<file path="config.mk">
export PLATFORM = sky130hd
export DESIGN_NAME = hmn_ctrl
export DESIGN_NICKNAME = d
export VERILOG_FILES = /design/src/hw/rtl/hmn_pkg.sv /design/src/hw/rtl/hmn_ctrl.sv
export SDC_FILE = /design/constraint.sdc
export NUM_CORES = 1
export LEC_CHECK = 0
export ABC_AREA = 1
export BUFFER_PORTS_ARGS = -buffer_cell sky130_fd_sc_hd__buf_2
export CAP_MARGIN = 10
export CORE_MARGIN = 2
export CORE_UTILIZATION = 40
export CTS_CLUSTER_DIAMETER = 80
export DETAILED_ROUTE_END_ITERATION = 8
export SETUP_SLACK_MARGIN = 0.5
export SKIP_CTS_REPAIR_TIMING = 1
export SLEW_MARGIN = 30
export SYNTH_ARGS = -nofsm -noshare
export SYNTH_HDL_FRONTEND = slang
export SYNTH_SLANG_ARGS = --single-unit
</file>
<file path="constraint.sdc">
create_clock -name clock -period 3.8 [get_ports clock]
set_input_delay 0.19 -clock clock [delete_from_list [all_inputs] [get_ports clock]]
set_output_delay 0.19 -clock clock [all_outputs]
set_load 0.005 [all_outputs]
</file>
<file path="src/hw/rtl/hmn_pkg.sv">
// ----------------------------------------------------------------------------
// hmn_pkg
// Shared constants, codes and command types of the height-map normal stream.
// ----------------------------------------------------------------------------
package hmn_pkg;

   localparam int MAX_WIDTH_DEF = 256;
   localparam int MAX_ROWS_DEF  = 4096;

   localparam int HEIGHT_W = 16;
   localparam int NORM_W   = 16;
   localparam int GW_W     = 9;
   localparam int GH_W     = 13;

   // squared length fits 52 bits, root 26 bits, quotient at most 2^14
   localparam int SUM_W      = 52;
   localparam int ROOT_W     = SUM_W / 2;
   localparam int ROOT_STEPS = SUM_W / 4;
   localparam int QUOT_W     = 15;
   localparam int DIV_STEPS  = QUOT_W;
   localparam int NUM_W      = 39;
   localparam int STEP_W     = 4;

   localparam logic REG_GRID_WIDTH  = 1'b0;
   localparam logic REG_GRID_HEIGHT = 1'b1;

   typedef enum logic [2:0] {
      CAP_NONE,
      CAP_U,
      CAP_C,
      CAP_L,
      CAP_R
   } cap_type;

   typedef enum logic [2:0] {
      OP_NONE,
      OP_PREP,
      OP_SQR,
      OP_SUM,
      OP_ROOT,
      OP_DINIT,
      OP_DIV,
      OP_LOAD
   } op_type;

   typedef struct packed {
      logic    take;
      logic    rd_en;
      logic    wr_en;
      cap_type cap;
      op_type  op;
   } dp_cmd_type;

   typedef struct packed {
      logic left;
      logic right;
      logic top;
      logic flush;
      logic last;
      logic emit;
   } job_flags_type;

endpackage

</file>
<file path="src/hw/rtl/hmn_ctrl.sv">
// ----------------------------------------------------------------------------
// hmn_ctrl
// Sequencer: grid position counters, flush tracking and per-beat command
// sequence for row store access, square root and divide.
// ----------------------------------------------------------------------------
module hmn_ctrl import hmn_pkg::*; #(
   parameter int MAX_WIDTH = MAX_WIDTH_DEF,
   parameter int MAX_ROWS  = MAX_ROWS_DEF,
   localparam int CW = $clog2(MAX_WIDTH),
   localparam int RW = $clog2(MAX_ROWS),
   localparam int AW = $clog2(2 * MAX_WIDTH)
) (
   input  logic                clock,
   input  logic                reset,
   input  logic                req_valid,
   input  logic                req_action,
   output logic                req_stall,
   input  logic [CW-1:0]       width_last,
   input  logic [RW-1:0]       height_last,
   input  logic                out_free,
   output dp_cmd_type          cmd,
   output logic [AW-1:0]       mem_addr,
   output logic [CW-1:0]       job_x,
   output logic [RW-1:0]       job_r,
   output job_flags_type       job_flags
);

   typedef enum logic [3:0] {
      ST_IDLE,
      ST_RD_U,
      ST_RD_C,
      ST_RD_L,
      ST_RD_R,
      ST_WR,
      ST_PREP,
      ST_SQR,
      ST_SUM,
      ST_ROOT,
      ST_DINIT,
      ST_DIV,
      ST_OUT
   } state_type;

   state_type     state_ff, state_in;
   logic [CW-1:0] col_ff, col_in;
   logic [RW-1:0] row_ff, row_in;
   logic          pend_ff, pend_in;
   logic [CW-1:0] fcol_ff, fcol_in;
   logic [STEP_W-1:0] step_ff, step_in;
   logic [CW-1:0] job_x_ff, job_x_in;
   logic [RW-1:0] job_r_ff, job_r_in;
   job_flags_type job_ff, job_in;

   function automatic logic [AW-1:0] slot_addr(input logic par, input logic [CW-1:0] col);
      slot_addr = par ? AW'(MAX_WIDTH) + AW'(col) : AW'(col);
   endfunction

   logic [AW-1:0] addr_u, addr_c, addr_l, addr_r;

   always_comb begin
      addr_u = slot_addr(~job_r_ff[0], job_x_ff);
      addr_c = slot_addr(job_r_ff[0], job_x_ff);
      addr_l = slot_addr(job_r_ff[0], CW'(job_x_ff - 1'b1));
      addr_r = slot_addr(job_r_ff[0], CW'(job_x_ff + 1'b1));
   end

   always_comb begin
      state_in = state_ff;
      col_in   = col_ff;
      row_in   = row_ff;
      pend_in  = pend_ff;
      fcol_in  = fcol_ff;
      step_in  = step_ff;
      job_x_in = job_x_ff;
      job_r_in = job_r_ff;
      job_in   = job_ff;
      cmd      = '{take: 1'b0, rd_en: 1'b0, wr_en: 1'b0, cap: CAP_NONE, op: OP_NONE};
      mem_addr = addr_u;
      case (state_ff)
         ST_IDLE: begin
            if (req_valid) begin
               if (!req_action) begin
                  // samples are dropped while the last row drains
                  if (!pend_ff) begin
                     cmd.take    = 1'b1;
                     job_x_in    = col_ff;
                     job_r_in    = RW'(row_ff - 1'b1);
                     job_in      = '{left: col_ff == '0, right: col_ff >= width_last,
                                     top: row_ff == RW'(1), flush: 1'b0, last: 1'b0,
                                     emit: row_ff != '0};
                     state_in    = ST_RD_U;
                     if (col_ff >= width_last) begin
                        col_in = '0;
                        if (row_ff >= height_last) begin
                           pend_in = 1'b1;
                           fcol_in = '0;
                        end else begin
                           row_in = RW'(row_ff + 1'b1);
                        end
                     end else begin
                        col_in = CW'(col_ff + 1'b1);
                     end
                  end
               end else if (pend_ff) begin
                  job_x_in = fcol_ff;
                  job_r_in = row_ff;
                  job_in   = '{left: fcol_ff == '0, right: fcol_ff >= width_last,
                               top: row_ff == '0, flush: 1'b1,
                               last: fcol_ff >= width_last, emit: 1'b1};
                  state_in = ST_RD_U;
                  if (fcol_ff >= width_last) begin
                     pend_in = 1'b0;
                     fcol_in = '0;
                     row_in  = '0;
                     col_in  = '0;
                  end else begin
                     fcol_in = CW'(fcol_ff + 1'b1);
                  end
               end
            end
         end
         ST_RD_U: begin
            cmd.rd_en = 1'b1;
            mem_addr  = addr_u;
            state_in  = ST_RD_C;
         end
         ST_RD_C: begin
            cmd.rd_en = 1'b1;
            cmd.cap   = CAP_U;
            mem_addr  = addr_c;
            state_in  = ST_RD_L;
         end
         ST_RD_L: begin
            cmd.rd_en = 1'b1;
            cmd.cap   = CAP_C;
            mem_addr  = addr_l;
            state_in  = ST_RD_R;
         end
         ST_RD_R: begin
            cmd.rd_en = 1'b1;
            cmd.cap   = CAP_L;
            mem_addr  = addr_r;
            state_in  = ST_WR;
         end
         ST_WR: begin
            // new sample replaces the row two back, after its read
            cmd.cap   = CAP_R;
            cmd.wr_en = !job_ff.flush;
            mem_addr  = addr_u;
            state_in  = job_ff.emit ? ST_PREP : ST_IDLE;
         end
         ST_PREP: begin
            cmd.op   = OP_PREP;
            state_in = ST_SQR;
         end
         ST_SQR: begin
            cmd.op   = OP_SQR;
            state_in = ST_SUM;
         end
         ST_SUM: begin
            cmd.op   = OP_SUM;
            step_in  = '0;
            state_in = ST_ROOT;
         end
         ST_ROOT: begin
            cmd.op  = OP_ROOT;
            step_in = STEP_W'(step_ff + 1'b1);
            if (step_ff == STEP_W'(ROOT_STEPS - 1)) begin
               step_in  = '0;
               state_in = ST_DINIT;
            end
         end
         ST_DINIT: begin
            cmd.op   = OP_DINIT;
            state_in = ST_DIV;
         end
         ST_DIV: begin
            cmd.op  = OP_DIV;
            step_in = STEP_W'(step_ff + 1'b1);
            if (step_ff == STEP_W'(DIV_STEPS - 1)) begin
               step_in  = '0;
               state_in = ST_OUT;
            end
         end
         ST_OUT: begin
            if (out_free) begin
               cmd.op   = OP_LOAD;
               state_in = ST_IDLE;
            end
         end
         default: state_in = ST_IDLE;
      endcase
   end

   always_ff @(posedge clock) begin
      if (reset) begin
         state_ff <= ST_IDLE;
         col_ff   <= '0;
         row_ff   <= '0;
         pend_ff  <= 1'b0;
         fcol_ff  <= '0;
         step_ff  <= '0;
      end else begin
         state_ff <= state_in;
         col_ff   <= col_in;
         row_ff   <= row_in;
         pend_ff  <= pend_in;
         fcol_ff  <= fcol_in;
         step_ff  <= step_in;
         job_x_ff <= job_x_in;
         job_r_ff <= job_r_in;
         job_ff   <= job_in;
      end
   end

   assign req_stall = (state_ff != ST_IDLE);
   assign job_x     = job_x_ff;
   assign job_r     = job_r_ff;
   assign job_flags = job_ff;

endmodule

</file>
* After elaboration in Yosys (flattened, before gate mapping) *
Cells that the tools add are included.

operators by class
  add/subtract/negate cells = 10
  magnitude comparators = 3
  equal/unequal tests = 25
  muxes and demuxes = 58
  bitwise operators = 1
  reductions and logical operators = 17

operator list
  operator                                         number
  two-way mux 8 bit                                14
  two-way mux 12 bit                               9
  case mux 4 bit (13 select lines)                 1
  two-way mux 4 bit                                9
  two-way mux 9 bit                                4
  == test 4 bit (second input constant)            7
  adder 9 x 8 -> 9 bit (first input constant)      3
  case mux 9 bit (3 select lines)                  1
  adder 8 x 1 -> 8 bit (second input constant)     3
  case mux 3 bit (7 select lines)                  1
  two-way mux 6 bit                                3
  == test 4 x 3 -> 1 bit (second input constant)   4
  greater-or-equal comparator 8 bit                2
  zero test 8 bit                                  2
  adder 12 x 1 -> 12 bit (second input constant)   1
  == test 12 x 1 -> 1 bit (second input constant)  1
  greater-or-equal comparator 12 bit               1
  zero test 12 bit                                 1
  two-way mux 1 bit                                12
  != test 2 bit (second input constant)            6
  case mux 3 bit (4 select lines)                  1
  case mux 4 bit (3 select lines)                  1
  AND reduction 6 bit                              2
  nonzero test 12 bit                              1
  18 further kinds                                 24

storage, ports and cells
  bits in registers = 63
  output and inout bits = 45
  logic and storage cells = 128

* Longest topological paths before layout *
  word-level depth = 5
  depth in mapped cells = 15
  mapped depth without buffers = 15

* Worst setup path before layout *
OpenSTA, ideal clock, no wires.

  path type = reg2reg
  from = register state_ff[1]
  to = register job_ff (netlist bit job_flags[0]), enable pin
  setup time = 442 ps
  data arrival time = 2575 ps
  data required time = 3358 ps
  setup slack = 784 ps
  cell stages (with the launch flop) = 6
  buffers on the path = 0
  period minus slack after synthesis = 3016 ps
  cells stage by stage = dfxtp_1 -> nor2_4 -> nand2_4 -> nor2_4 -> nand2_2 -> nor3_1

between the ends
  word-level cells in the longest chain between the ends = 2

RTL lines
  what                                  RTL line         RTL
  start: declaration                    hmn_ctrl.sv:44   state_type state_ff, state_in;
  start signal: assignment              hmn_ctrl.sv:204  state_ff <= state_in;
  zero test 4 bit                       hmn_ctrl.sv:79   case (state_ff)
  AND reduction 5 bit (no source line)  -
  end signal: assignment                hmn_ctrl.sv:212  job_ff <= job_in;
  end: declaration                      hmn_ctrl.sv:52   job_flags_type job_ff, job_in;

Every way passes these cells.
A chain may end at the register's enable or synchronous reset.

* Worst setup path in the final report *
  from = register state_ff[2]
  to = output port mem_addr[7]

between the ends
  word-level cells in the longest chain between the ends = 2

RTL lines
  what                                                              RTL line        RTL
  == test 4 x 3 -> 1 bit or == test 4 x 2 -> 1 bit (tied branches)  hmn_ctrl.sv:79
  case mux 9 bit (3 select lines) *                                 hmn_ctrl.sv:79
  end: declaration                                                  hmn_ctrl.sv:22  output logic [AW-1:0] mem_addr,

Every way passes the cells marked *; elsewhere a longest branch is shown, timed or not.

==> results.json <==
{
  "status": "finished, final reports clean",
  "multi_input_area_um2": 2680,
  "dr.pass1.iters": 4,
  "crit_arrival_ns": 2.75,
  "cts.clk_slew.worst_paths_ns": 0.05,
  "cp_top_family": "simple AND/OR/NAND/NOR gates",
  "cts_tree": "done",
  "cts_root_buf": "clkbuf_16",
  "synth_cell_types": 40,
  "htree_levels": 3,
  "grt_pass1_wl_um": 18710,
  "cts.path.max_buffers": 2,
  "p_int_uw": 1438,
  "gp_congestion": 0.8579,
  "net-switching-power_uw": 740.2,
  "final-max-slew-violation-count": 0,
  "clkLatencyLatePin_ns": 0.33,
  "tns_ns": 0,
  "routed_wl_um": 10850,
  "dp_hpwl_um": 8520,
  "seqPwrFrac": 0.380,
  "grt_antenna_before_repair": 0,
  "synth_cells": 645,
  "cp_slowest_stage_delay_ns": 0.39,
  "path_max_fanout": 9,
  "hp-class": "input pin to flip-flop",
  "nFillCells": 1149,
  "rows": 39,
  "wl_per_cell_um": 12.65,
  "pwr-share-clk": 0.332,
  "layout-drive-gt1-share": 0.1357,
  "comb_power_share": 0.288,
  "synth_ff_type": "dfxtp_1",
  "numCtsBuffers": 9,
  "vias": 4214,
  "final_util": 0.4718,
  "fp.dieW_um": 111.8,
  "powerDensity_nw_per_um2": 406.1,
  "vias_per_cell": 4.911,
  "fmax_mhz": 340.2,
  "drv_cap": 0,
  "required_ns": 3.61,
  "path_buf_inv": 4,
  "syn_avg_cell_area_um2": 7.205,
  "fp.dieH_um": 111.8,
  "cp_slowest_cell": "dfxtp_1",
  "final_cell_mix": "138 x nand2_1, 97 x inv_1, 81 x nor2_1",
  "first_global_vias": 4036,
  "antenna_left": 0,
  "tightest_slew_ns": 0.5798,
  "ios": 70,
  "hold_violations": 0,
  "final_cell_area_um2": 5364,
  "async_reset_ff_frac": 0,
  "synth_edf_count": 26,
  "ys_seq_area_frac": 0.3274,
  "irDropWorstVdd_v": 0.0002330,
  "crit_chain": "inv_1, nor2_1, inv_1, nor2_1, inv_2, ha_1, a21oi_1, nand2_1, nand4_1, o211ai_1, o21ai_0, xor2_1, buf_2",
  "syn-num-nets": 721,
  "layout_commonest_cell": "nand2_1",
  "skew_ns": 0.006378,
  "start_util": 0.4087,
  "yosys_warnings": 0,
  "period_share": 0.7736,
  "overflow": 0,
  "grt_usage": 0.1824,
  "ys_ff_latch": 63,
  "holdWs_ns": 0.2087,
  "placeableCoreArea_um2": 11370,
  "syn_area_um2": 4647,
  "cp-end-kind": "primary output",
  "setup_violations": 0,
  "place_area_um2": 5105,
  "die_area_um2": 12500,
  "final.min_clock_period_ns": 2.940,
  "antenna_cells": 0,
  "swShare": 0.3398,
  "register_area_um2": 1521,
  "final_nets": 786,
  "slew_headroom": 0.6135,
  "port_buffers": 69,
  "grt_max_degree": 33,
  "cts.sinks": 63,
  "drcViolationCount": 0,
  "crit_path_start_kind": "flip-flop",
  "syn_to_final_growth_pct": 15.43,
  "critPathKind": "flip-flop to primary output",
  "drtIter0Drc": 283,
  "rsz0062_at_grt": "false",
  "p_leak_uw": 0.002521
}
==> power groups by stage <==
stage	Combinational, uW	Sequential [uW]	Clock [uW]
floorplan	442	834	0
global placement	615	840	0
global route	717	836	764
finish	627	827	724
CTS	630	827	735
detailed placement	627	840	0
==> cell type report <==
type                       count  area share
tap                          143     0.03336
clock inverter                 5    0.004899
inverter                      99     0.06928
timing repair buffer          70     0.06578
sequential                    63      0.2836
clock buffer                  11     0.04339
multi-input combinational    467      0.4997
==> synth_stat cells, drive strengths merged (3+ instances only) <==
| cell | instances | area share |
|---|---|---|
| o21ai | 36 | 0.040 |
| nand3 | 36 | 0.039 |
| dfxtp | 37 | 0.16 |
| buf | 5 | 0.0081 |
| nand2 | 141 | 0.12 |
| clkbuf | 11 | 0.0089 |
| nor3b | 3 | 0.0048 |
| xnor2 | 5 | 0.0094 |
| xor2 | 22 | 0.041 |
| nor3 | 21 | 0.024 |
| a21oi | 40 | 0.046 |
| o21a | 3 | 0.0048 |
| edfxtp | 26 | 0.17 |
| inv | 99 | 0.080 |
| nor2 | 86 | 0.075 |
| nand4 | 8 | 0.011 |
| ha | 50 | 0.13 |
==> final timing paths <==
| path | start | to | slack (ns) | depth (start not counted) |
|---|---|---|---|---|
| worst max-delay path | state_ff[2] | mem_addr[7] | 0.86 | 13 |
| worst min-delay path | out_free | state_ff[2] | 0.21 | 4 |
| worst max register to register | row_ff[5] | row_ff[8] | 1.33 | 12 |
| worst min register to register | col_ff[0] | col_ff[0] | 0.50 | 2 |
==> routing by layer <==
layer / up-vias / wire [um] / track usage
met5: - / 0 / 0
met4: 0 / 160 / 0.05926
met3: 10 / 644 / 0.03212
met2: 116 / 4761 / 0.2889
met1: 1868 / 5285 / 0.2532
li1: 2220 / - / -
==> metrics by stage <==
stage / setup slack [ns] / std cells / total power, uW
2_1_floorplan: 0.7838 / 645 / 1276
3_3_place_gp: 1.245 / 842 / 1455
3_5_place_dp: 1.141 / 842 / 1467
4_1_cts: 0.7847 / 858 / 2191
5_1_grt: 0.5381 / 858 / 2316
6_report: 0.8601 / 858 / 2178
==> cells by family after synthesis <==
kind of cell,synth area share
AO/OA/AOI/OAI,0.1090
XOR/XNOR,0.05089
adder cells (fa/ha/maj),0.1389
buffers and inverters,0.09693
flip-flops,0.3274
AND/OR/NAND/NOR,0.2768
==> sequential cells by signal, summed over array words and instances, names as in the netlist <==
signal / cells
row_ff: 12
step_ff: 4
fcol_ff: 8
state_ff: 4
job_x: 8
pend_ff: 1
job_flags: 6
col_ff: 8
job_r: 12
==> tightest hold or removal path: cells and delay by family <==
kind	cells	cell delay [ns]
simple gates	3	0.20
buf+inv	1	0.09
(Power assumes the default switching activity.)
